### src/rtl/aop_pkg.sv
// Shared types and constants of the adaptive offload policy block.
// No dependencies; used by the top level and the average update unit.
`timescale 1ns / 1ps

package aop_pkg;

	// Decision codes on the result channel
	localparam logic [1:0] DEC_OFFLOAD  = 2'd0;
	localparam logic [1:0] DEC_FALLBACK = 2'd1;
	localparam logic [1:0] DEC_REMOTE   = 2'd2;
	localparam logic [1:0] DEC_REPORT   = 2'd3;

	// Policy modes
	localparam logic [1:0] MODE_OFFLOAD  = 2'd0;
	localparam logic [1:0] MODE_FALLBACK = 2'd1;
	localparam logic [1:0] MODE_ADAPTIVE = 2'd2;

	// Register indexes (paddr[3:2])
	localparam logic [1:0] REG_MODE      = 2'd0;
	localparam logic [1:0] REG_THRESHOLD = 2'd1;
	localparam logic [1:0] REG_WEIGHT    = 2'd2;
	localparam logic [1:0] REG_INTERVAL  = 2'd3;

	// Reset values
	localparam logic [15:0] THRESHOLD_RST = 16'd19661;
	localparam logic [15:0] WEIGHT_RST    = 16'd13107;
	localparam logic [7:0]  INTERVAL_RST  = 8'd10;
	localparam logic [15:0] AVERAGE_RST   = 16'd43254;

	localparam logic [7:0]  STREAK_MAX    = 8'd255;
	localparam logic [15:0] SAMPLE_MAX    = 16'hFFFF;

	// Result of one average update
	typedef struct packed {
		logic        done;
		logic        update;
		logic [15:0] avg;
	} ema_res_t;

endpackage

### src/rtl/adaptive_offload_policy_core.sv
// Top level of the adaptive offload policy block: handshake, registers, decision.
// Depends on aop_pkg and aop_ema_unit.
//
// Usage:
//   Input channel (in_valid/in_stall) carries one item per dispatch request
//   (kind 0) or completion report (kind 1). Every item yields exactly one
//   result on the output channel (out_valid/out_stall) with the decision and
//   the block's counters and average after the item.
//   A dispatch goes from acceptance straight to the output load; a report
//   runs 16 restoring divide steps for the sparsity ratio, one multiply, one
//   blend, one handoff and one output load, skipping the divide steps if the
//   ratio saturates and all but the handoff and load with no ops. One item
//   at a time: no new item is taken until the last one reaches its load.
//   The block takes the next item while a finished result still waits in the
//   output register; if the receiver stalls, the following result waits in
//   its finish step and the payload shown on the outputs holds.
//   Reset clears the counters and streak, loads the average with 0.66 and
//   the registers with their defaults; no clearing pass is needed.
//   The user must write registers over the APB port only while the block is idle; the block does not enforce it.
`timescale 1ns / 1ps

module adaptive_offload_policy_core (
	input  logic        clk,
	input  logic        arst_n,
	// configuration
	input  logic        psel,
	input  logic        penable,
	input  logic        pwrite,
	input  logic [3:0]  paddr,
	input  logic [31:0] pwdata,
	output logic [31:0] prdata,
	output logic        pready,
	// input items
	input  logic        in_valid,
	output logic        in_stall,
	input  logic        kind,
	input  logic        is_remote,
	input  logic [31:0] skip_count,
	input  logic [31:0] op_count,
	// result items
	output logic        out_valid,
	input  logic        out_stall,
	output logic [1:0]  decision,
	output logic [15:0] sparsity_average,
	output logic [63:0] offloaded_total,
	output logic [63:0] fallback_total,
	output logic [7:0]  streak_now
);

	typedef enum logic [1:0] {
		S_IDLE,
		S_RUN,
		S_FIN
	} state_t;

	state_t      state_q;
	logic        kind_q;
	logic        remote_q;

	logic [1:0]  mode_q;
	logic [15:0] thr_q;
	logic [15:0] wgt_q;
	logic [7:0]  intv_q;

	logic [15:0] avg_q;
	logic [63:0] off_cnt_q;
	logic [63:0] fb_cnt_q;
	logic [7:0]  streak_q;

	logic        out_valid_q;
	logic [1:0]  dec_q;
	logic [15:0] avg_out_q;
	logic [63:0] off_out_q;
	logic [63:0] fb_out_q;
	logic [7:0]  streak_out_q;

	logic              accept;
	logic              start;
	logic              cfg_wr;
	logic              out_free;
	logic              offload;
	logic [1:0]        dec_n;
	logic [63:0]       off_n;
	logic [63:0]       fb_n;
	logic [7:0]        streak_n;
	aop_pkg::ema_res_t ema_res;

	assign in_stall = (state_q != S_IDLE);
	assign accept   = in_valid && !in_stall;
	assign start    = accept && kind;
	assign pready   = 1'b1;
	assign cfg_wr   = psel && penable && pwrite;
	assign out_free = !out_valid_q || !out_stall;

	aop_ema_unit u_ema (
		.clk        (clk),
		.arst_n     (arst_n),
		.start      (start),
		.skip_count (skip_count),
		.op_count   (op_count),
		.avg        (avg_q),
		.weight     (wgt_q),
		.res        (ema_res)
	);

	// Register read
	always_comb begin
		unique case (paddr[3:2])
			aop_pkg::REG_MODE:      prdata = {30'd0, mode_q};
			aop_pkg::REG_THRESHOLD: prdata = {16'd0, thr_q};
			aop_pkg::REG_WEIGHT:    prdata = {16'd0, wgt_q};
			aop_pkg::REG_INTERVAL:  prdata = {24'd0, intv_q};
			default:                prdata = '0;
		endcase
	end

	always_ff @(posedge clk or negedge arst_n) begin
		if (!arst_n) begin
			mode_q <= aop_pkg::MODE_OFFLOAD;
			thr_q  <= aop_pkg::THRESHOLD_RST;
			wgt_q  <= aop_pkg::WEIGHT_RST;
			intv_q <= aop_pkg::INTERVAL_RST;
		end else if (cfg_wr) begin
			unique case (paddr[3:2])
				aop_pkg::REG_MODE:      mode_q <= pwdata[1:0];
				aop_pkg::REG_THRESHOLD: thr_q  <= pwdata[15:0];
				aop_pkg::REG_WEIGHT:    wgt_q  <= pwdata[15:0];
				aop_pkg::REG_INTERVAL:  intv_q <= pwdata[7:0];
				default: ;
			endcase
		end
	end

	// Decision and next counters for the item in the finish step
	always_comb begin
		case (mode_q)
			aop_pkg::MODE_FALLBACK: offload = 1'b0;
			aop_pkg::MODE_ADAPTIVE: offload = (avg_q >= thr_q) || (streak_q >= intv_q);
			default:                offload = 1'b1;
		endcase
		off_n    = off_cnt_q;
		fb_n     = fb_cnt_q;
		streak_n = streak_q;
		if (kind_q) begin
			dec_n = aop_pkg::DEC_REPORT;
		end else if (remote_q) begin
			dec_n = aop_pkg::DEC_REMOTE;
		end else if (offload) begin
			dec_n    = aop_pkg::DEC_OFFLOAD;
			off_n    = off_cnt_q + 64'd1;
			streak_n = '0;
		end else begin
			dec_n = aop_pkg::DEC_FALLBACK;
			fb_n  = fb_cnt_q + 64'd1;
			if (streak_q != aop_pkg::STREAK_MAX) begin
				streak_n = streak_q + 8'd1;
			end
		end
	end

	always_ff @(posedge clk or negedge arst_n) begin
		if (!arst_n) begin
			state_q     <= S_IDLE;
			out_valid_q <= 1'b0;
			avg_q       <= aop_pkg::AVERAGE_RST;
			off_cnt_q   <= '0;
			fb_cnt_q    <= '0;
			streak_q    <= '0;
		end else begin
			// raise on a load, drop once the receiver takes the item
			if (state_q == S_FIN && out_free) begin
				out_valid_q <= 1'b1;
			end else if (!out_stall) begin
				out_valid_q <= 1'b0;
			end
			unique case (state_q)
				S_IDLE: begin
					if (accept) begin
						kind_q   <= kind;
						remote_q <= is_remote;
						state_q  <= kind ? S_RUN : S_FIN;
					end
				end
				S_RUN: begin
					if (ema_res.done) begin
						if (ema_res.update) begin
							avg_q <= ema_res.avg;
						end
						state_q <= S_FIN;
					end
				end
				S_FIN: begin
					// hold until the output register is free
					if (out_free) begin
						off_cnt_q    <= off_n;
						fb_cnt_q     <= fb_n;
						streak_q     <= streak_n;
						dec_q        <= dec_n;
						avg_out_q    <= avg_q;
						off_out_q    <= off_n;
						fb_out_q     <= fb_n;
						streak_out_q <= streak_n;
						state_q      <= S_IDLE;
					end
				end
				default: begin
					state_q <= S_IDLE;
				end
			endcase
		end
	end

	assign out_valid        = out_valid_q;
	assign decision         = dec_q;
	assign sparsity_average = avg_out_q;
	assign offloaded_total  = off_out_q;
	assign fallback_total   = fb_out_q;
	assign streak_now       = streak_out_q;

endmodule

### src/rtl/aop_ema_unit.sv
// Average update unit: serial ratio divider followed by one weighted blend.
// Depends on aop_pkg for the result struct and constants.
`timescale 1ns / 1ps

module aop_ema_unit (
	input  logic                 clk,
	input  logic                 arst_n,
	input  logic                 start,
	input  logic [31:0]          skip_count,
	input  logic [31:0]          op_count,
	input  logic [15:0]          avg,
	input  logic [15:0]          weight,
	output aop_pkg::ema_res_t    res
);

	typedef enum logic [1:0] {
		U_IDLE,
		U_DIV,
		U_MUL,
		U_SUM
	} ustate_t;

	ustate_t           state_q;
	logic [31:0]       rem_q;
	logic [31:0]       tot_q;
	logic [15:0]       quo_q;
	logic [3:0]        cnt_q;
	logic signed [33:0] prod_q;
	aop_pkg::ema_res_t res_q;

	logic [32:0]        shifted;
	logic [32:0]        trial;
	logic               ge;
	logic signed [16:0] diff;
	logic signed [16:0] wgt;
	logic signed [34:0] sum;

	always_comb begin
		shifted = {rem_q, 1'b0};
		trial   = shifted - {1'b0, tot_q};
		ge      = shifted >= {1'b0, tot_q};
		diff    = signed'({1'b0, quo_q}) - signed'({1'b0, avg});
		wgt     = signed'({1'b0, weight});
		sum     = signed'({3'b000, avg, 16'h0000}) + {prod_q[33], prod_q}
			+ 35'sd32768;
	end

	always_ff @(posedge clk or negedge arst_n) begin
		if (!arst_n) begin
			state_q    <= U_IDLE;
			res_q.done <= 1'b0;
			res_q.update <= 1'b0;
			res_q.avg  <= '0;
		end else begin
			unique case (state_q)
				U_IDLE: begin
					res_q.done <= start && (op_count == '0);
					if (start) begin
						tot_q <= op_count;
						rem_q <= skip_count;
						cnt_q <= '0;
						if (op_count == '0) begin
							// no ops: keep the average
							res_q.update <= 1'b0;
						end else if (skip_count >= op_count) begin
							quo_q   <= aop_pkg::SAMPLE_MAX;
							state_q <= U_MUL;
						end else begin
							state_q <= U_DIV;
						end
					end
				end
				U_DIV: begin
					// one quotient bit per cycle, restoring
					res_q.done <= 1'b0;
					quo_q <= {quo_q[14:0], ge};
					rem_q <= ge ? trial[31:0] : shifted[31:0];
					cnt_q <= cnt_q + 4'd1;
					if (cnt_q == 4'd15) begin
						state_q <= U_MUL;
					end
				end
				U_MUL: begin
					res_q.done <= 1'b0;
					prod_q  <= wgt * diff;
					state_q <= U_SUM;
				end
				U_SUM: begin
					// avg + w*(s - avg), rounded half up
					res_q.avg    <= sum[31:16];
					res_q.update <= 1'b1;
					res_q.done   <= 1'b1;
					state_q      <= U_IDLE;
				end
				default: begin
					res_q.done <= 1'b0;
					state_q <= U_IDLE;
				end
			endcase
		end
	end

	assign res = res_q;

endmodule

### config.mk
export PLATFORM = sky130hd
export DESIGN_NAME = adaptive_offload_policy_core
export DESIGN_NICKNAME = d
export VERILOG_FILES = /design/src/rtl/aop_pkg.sv /design/src/rtl/adaptive_offload_policy_core.sv /design/src/rtl/aop_ema_unit.sv
export SDC_FILE = /design/constraint.sdc
export NUM_CORES = 1
export LEC_CHECK = 0
export BUFFER_PORTS_ARGS = -buffer_cell sky130_fd_sc_hd__clkbuf_2
export CAP_MARGIN = 0
export CORE_ASPECT_RATIO = 2
export CORE_UTILIZATION = 55
export CTS_CLUSTER_DIAMETER = 200
export DETAILED_ROUTE_END_ITERATION = 10
export MAX_ROUTING_LAYER = met4
export PLACE_DENSITY = 0.8
export SYNTH_ARGS = -nofsm -noshare
export SYNTH_HDL_FRONTEND = slang
export SYNTH_SLANG_ARGS = --single-unit
### constraint.sdc
create_clock -name clk -period 10.4 [get_ports clk]
set_clock_uncertainty 0.15 [all_clocks]
set_input_delay 1.04 -clock clk [delete_from_list [all_inputs] [get_ports clk]]
set_output_delay 1.04 -clock clk [all_outputs]
set_load 0.005 [all_outputs]
# Yosys cells after proc, flatten, opt, wreduce, memory -nomap -nowiden
# Cells that the tools add are included.
[op_classes]
n_addsub = 8
mul = 1
magnitude_cmp = 4
n_eq_ne = 21
mux = 39
n_reduce_logical = 35
[ops]
columns = ["operator", "count"]
rows = [
  ["two-way mux 64 bit", 6],
  ["adder 64 x 1 -> 64 bit, second input constant", 2],
  ["one-hot mux 32 bit (4 select lines)", 1],
  ["two-way mux 32 bit", 2],
  ["one-hot mux 32 bit (2 select lines)", 1],
  ["two-way mux 16 bit", 3],
  [">= comparator 33 x 32 -> 1 bit", 1],
  ["adder 32 x 16 -> 32 bit, second input constant", 1],
  ["adder 32 bit", 1],
  [">= comparator 32 bit", 1],
  ["zero test 32 bit", 1],
  ["multiplier 17 x 17 -> 32 bit", 1],
  ["two-way mux 8 bit", 4],
  ["one-hot mux 16 bit (2 select lines)", 1],
  ["subtractor 32 bit", 1],
  ["AND reduction 3 bit", 8],
  ["subtractor 16 x 16 -> 17 bit", 1],
  [">= comparator 16 bit", 1],
  ["two-way mux 2 bit", 8],
  ["equality test 2 bit, second input constant", 6],
  ["!= test 2 x 1 -> 1 bit, second input constant", 6],
  ["AND reduction 2 bit", 6],
  ["adder 8 x 1 -> 8 bit, second input constant", 1],
  ["equality test 2 x 1 -> 1 bit, second input constant", 4],
  ["19 further kinds", 40],
]
[word_totals]
ff_bits = 489
input_bits = 109
out_inout_bits = 189

# Logic depth before layout (Yosys ltp)
[logic_depth]
ltp_word = 6
depth_mapped = 34
ltp_nobuf = 33

# Modules after synthesis
# Synthesis repeated with hierarchy kept, for this count alone.
[hier_totals]
cells_unflattened = 3401
area_unflattened_um2 = 35245.1
[by_module_without_submodules]
columns = ["mod", "instances", "cells_each", "area_per_inst_um2"]
rows = [
  ["adaptive_offload_policy_core", 1, 1536, 17874.6],
  ["aop_ema_unit", 1, 1865, 17370.4],
]

# Worst setup path after synthesis
# OpenSTA, ideal clock, no wires.
[synth_path]
path_type = "input port to flip-flop"
startpoint = "input port out_stall"
endpoint = "register dec_q[0], in the netlist decision[0], enable pin"
setup_ns = 0.670
t_arrival_ns = 8.126
required_ns = 9.580
path_slack_ns = 1.454
path_stages = 6
n_path_buf = 3
cell_sequence = "nand2_1 > nand2b_1 > clkbuf_1 > clkbuf_1 > buf_1 > nor2_1"
[synth_via]
elab_chain_len = 3
[synth_lines]
columns = ["item", "line", "rtl"]
rows = [
  ["start: declaration", "adaptive_offload_policy_core.sv:42", "input logic out_stall,"],
  ["zero test 1 bit", "--", ""],
  ["logical OR 1 bit", "adaptive_offload_policy_core.sv:93", "assign out_free = !out_valid_q || !out_stall;"],
  ["AND reduction 3 bit (no line)", "--", ""],
  ["end signal: assignment", "adaptive_offload_policy_core.sv:198", "dec_q <= dec_n;"],
  ["end: declaration", "adaptive_offload_policy_core.sv:71", "logic [1:0] dec_q;"],
]
# No other way between the ends.
# A chain may end at the register's enable or synchronous reset.

# Worst setup path after layout
[layout_path]
startpoint = "register avg_q[1]"
endpoint = "register u_ema.prod_q[31] (data pin)"
[layout_via]
elab_chain_len = 2
[layout_lines]
columns = ["item", "line", "rtl"]
rows = [
  ["start: declaration", "adaptive_offload_policy_core.sv:65", "logic [15:0] avg_q;"],
  ["start signal: assignment", "adaptive_offload_policy_core.sv:165", "avg_q <= aop_pkg::AVERAGE_RST;"],
  ["start signal: assignment", "adaptive_offload_policy_core.sv:187", "avg_q <= ema_res.avg;"],
  ["subtractor 16 x 16 -> 17 bit", "aop_ema_unit.sv:42", "diff = signed'({1'b0, quo_q}) - signed'({1'b0, avg});"],
  ["multiplier 17 x 17 -> 32 bit", "aop_ema_unit.sv:85", "prod_q <= wgt * diff;"],
  ["end signal: assignment", "aop_ema_unit.sv:85", ""],
  ["end: declaration", "aop_ema_unit.sv:28", "logic signed [33:0] prod_q;"],
]
# No other way between the ends.

==> summary.txt <==
Die H -> 355.2 um
Yosys cell types -> 82
Post-Synthesis Cells -> 3389
Final Max Tran Viols -> 0
Final WS setup -> 0.8672 ns
met2 GRT Util -> 0.5515
max_cap viols -> 0
WL final -> 93370 um
Vias -> 26270
count of final hold-check violations -> 0
routed vias/inst -> 5.931
Critical Path Slowest Stage Cell -> a21boi_0
CP Max Fanout -> 16
WP data arrival -> 9.72 ns
largest area contributor in the netlist -> edfxtp_1
Worst-path clk slew -> 0.07 ns
DP Worst Slack -> 0.9662 ns
core box area -> 0.06182 mm2
initial DRC count -> 1956
most frequent CP cell -> fa_1
post-DP HPWL -> 70590 um
Max Root-Sink Buffers -> 3
Slew Limit Headroom -> 0.2178
Critical path origin -> avg_q[1]
top cells by count, synth -> 414 x inv_1, 359 x nand2_1, 257 x edfxtp_1
Worst Path Buf+Inv -> 5
Slew @ Worst Pin -> 1.171 ns
clock sinks -> 474
Gates resized, CTS repair -> 0
count leader, synth -> inv_1
Placer Congestion -> 0.9733
final setup violation count -> 0
post-DR wirelength/cell -> 21.08 um
gr busiest metal -> met2
P&R area growth vs syn -> 10.39%
Synth Register Bits -> 474
final worst path period share -> 0.9166
CTS buffer count -> 43
CP endpoint -> u_ema.prod_q[31]
later-pin clock latency in the skew report -> 0.61 ns
Synth top area share -> 0.2250
I/O pin count -> 298
top_reg_cell synth -> edfxtp_1
post-synthesis sequential area ratio -> 0.3843
min-delay worst type -> in -> async
fill count -> 4981
drt first pass iters -> 6
die area -> 0.06342 mm2
final setup TNS -> 0 ns
initial antenna violation count -> 2
port bufs -> 262
Die Wd -> 178.6 um
Initial Utilization -> 0.5548
crit path kind -> reg -> reg
Register-to-Register Path Depth -> 31
Syn Area/Cell -> 10.12 um2
Top Family by Delay on Critical Path -> adder cells
CTS tree -> built
post-synthesis cell area -> 0.03430 mm2
Reg2Reg Setup Slack -> 0.87 ns
Max stage delay on crit path -> 0.65 ns
CP startpoint kind -> register
Critical Path RT -> 10.59 ns
postcts setup bufs -> 0
largest net degree at the start of global routing -> 80
share of cells above drive strength 1 -> 0.1396
first-pass GRT wire length -> 145200 um
worst reg2reg path startpoint -> avg_q[1]
placed instance count -> 4346
number of flops mapped to enable cells by yosys -> 257
DRC Markers -> 0
DRT antenna net count -> 0
warnings from Yosys -> 0
Crit. End Element -> register
CTS root buffer -> clkbuf_16
Critical Path Stages -> 31
Final nets -> 4167
grt ovf -> 0
outcome -> complete, no violations
cts hold-fix bufs -> 0
gr usage total -> 0.3095
H-tree Lvls -> 2
RSZ-0062 raised after global routing -> false
dominant cells by area after synthesis -> edfxtp_1 23%, dfrtp_1 14%, fa_1 12%
Non-Filler Instances -> 4430
reg2reg end -> u_ema.prod_q[31]
met1 Use GR -> 0.2936
Final min period -> 9.533 ns
Cell Rows -> 129
fmax -> 104.9 MHz
grt met3 use -> 0.04412
fraction of registers with async set/reset -> 0.4578
number of global-route vias before repair -> 27640
## cell families (layout without fill, tap and decap cells)
group                    Yosys count  in the layout  synth area share
AO/OA/AOI/OAI                    391            391           0.07643
XOR/XNOR                         315            315           0.08044
adder cells (fa/ha/maj)          453            453            0.2114
buffers and inverters            564            800           0.06410
flip-flops                       474            474            0.3843
multiplexers                      65             65           0.02171
other                              2             21         0.0002190
AND/OR/NAND/NOR                 1125           1125            0.1614
## through the flow
stage,utilization,hold WS (ns),cell area [um2]
6_report,0.6125,0.1823,37860
5_1_grt,0.6124,0.2339,37860
4_1_cts,0.6123,0.1988,37850
3_5_place_dp,0.5894,0.3188,36430
3_3_place_gp,0.5894,0.3143,36430
2_1_floorplan,-,0.2995,34350
## routing by layer
metal	part of all wire	routed length, um
met5	0	0
met4	0.089	8344
met3	0.062	5756
met2	0.53	49310
met1	0.32	29960
## final cells by class
| class | count | area, um2 | share of cell area |
|---|---|---|---|
| clock inverters | 28 | 246.5 | 0.006510 |
| diodes | 4 | 10.01 | 0.0002644 |
| well taps | 786 | 983.4 | 0.02597 |
| clock buffers | 52 | 1171 | 0.03093 |
| inverters | 415 | 1558 | 0.04114 |
| repair buffers | 305 | 1644 | 0.04342 |
| flip-flops and latches | 474 | 13180 | 0.3481 |
| multi-input cells | 2366 | 19070 | 0.5036 |
## registers in the layout (all words and copies together) (netlist names), 17 cells and up
| register | cells |
|---|---|
| offloaded_total | 64 |
| off_cnt_q | 64 |
| fallback_total | 64 |
| fb_cnt_q | 64 |
| u_ema.res | 18 |
| u_ema.rem_q | 32 |
| u_ema.prod_q | 17 |
| u_ema.tot_q | 32 |
## how the worst min path moves through the flow
| stage | cells after the start | start | slack, ns | endpoint |
|---|---|---|---|---|
| floorplan | 1 | u_ema.res[15] | 0.30 | u_ema.res[15] |
| detailed placement | 1 | u_ema.res[15] | 0.32 | u_ema.res[15] |
| global placement | 1 | u_ema.res[15] | 0.31 | u_ema.res[15] |
| finish | 1 | arst_n | 0.18 | off_cnt_q[2] |
| global route | 1 | arst_n | 0.23 | off_cnt_q[18] |
| CTS | 1 | arst_n | 0.20 | off_cnt_q[2] |
## placed cells by master (no fill, tap or decap), drive strengths merged, types with 7 or more instances in the layout
cell and count:
inv 418, nand2 359, clkbuf 313, edfxtp 257, ha 242, fa 211, nor2 211, dfrtp 190
xor2 184, xnor2 131, and2 103, a21oi 91, nand3 81, nor3 79, o21ai 79, nand4 60
mux2 55, a21o 52, nor2b 48, nor4 45, buf 44, and3 37, a31oi 34, nand2b 31
dfstp 27, or2 21, clkinv 19, or3 18, o21a 17, conb 17, a22o 16, o211ai 15
a211oi 13, and4 11, mux2i 8, or4 7
Power is left out: the tool's default activity adds up to more than one toggle a clock period on the data nets, which glitch-free logic cannot reach.
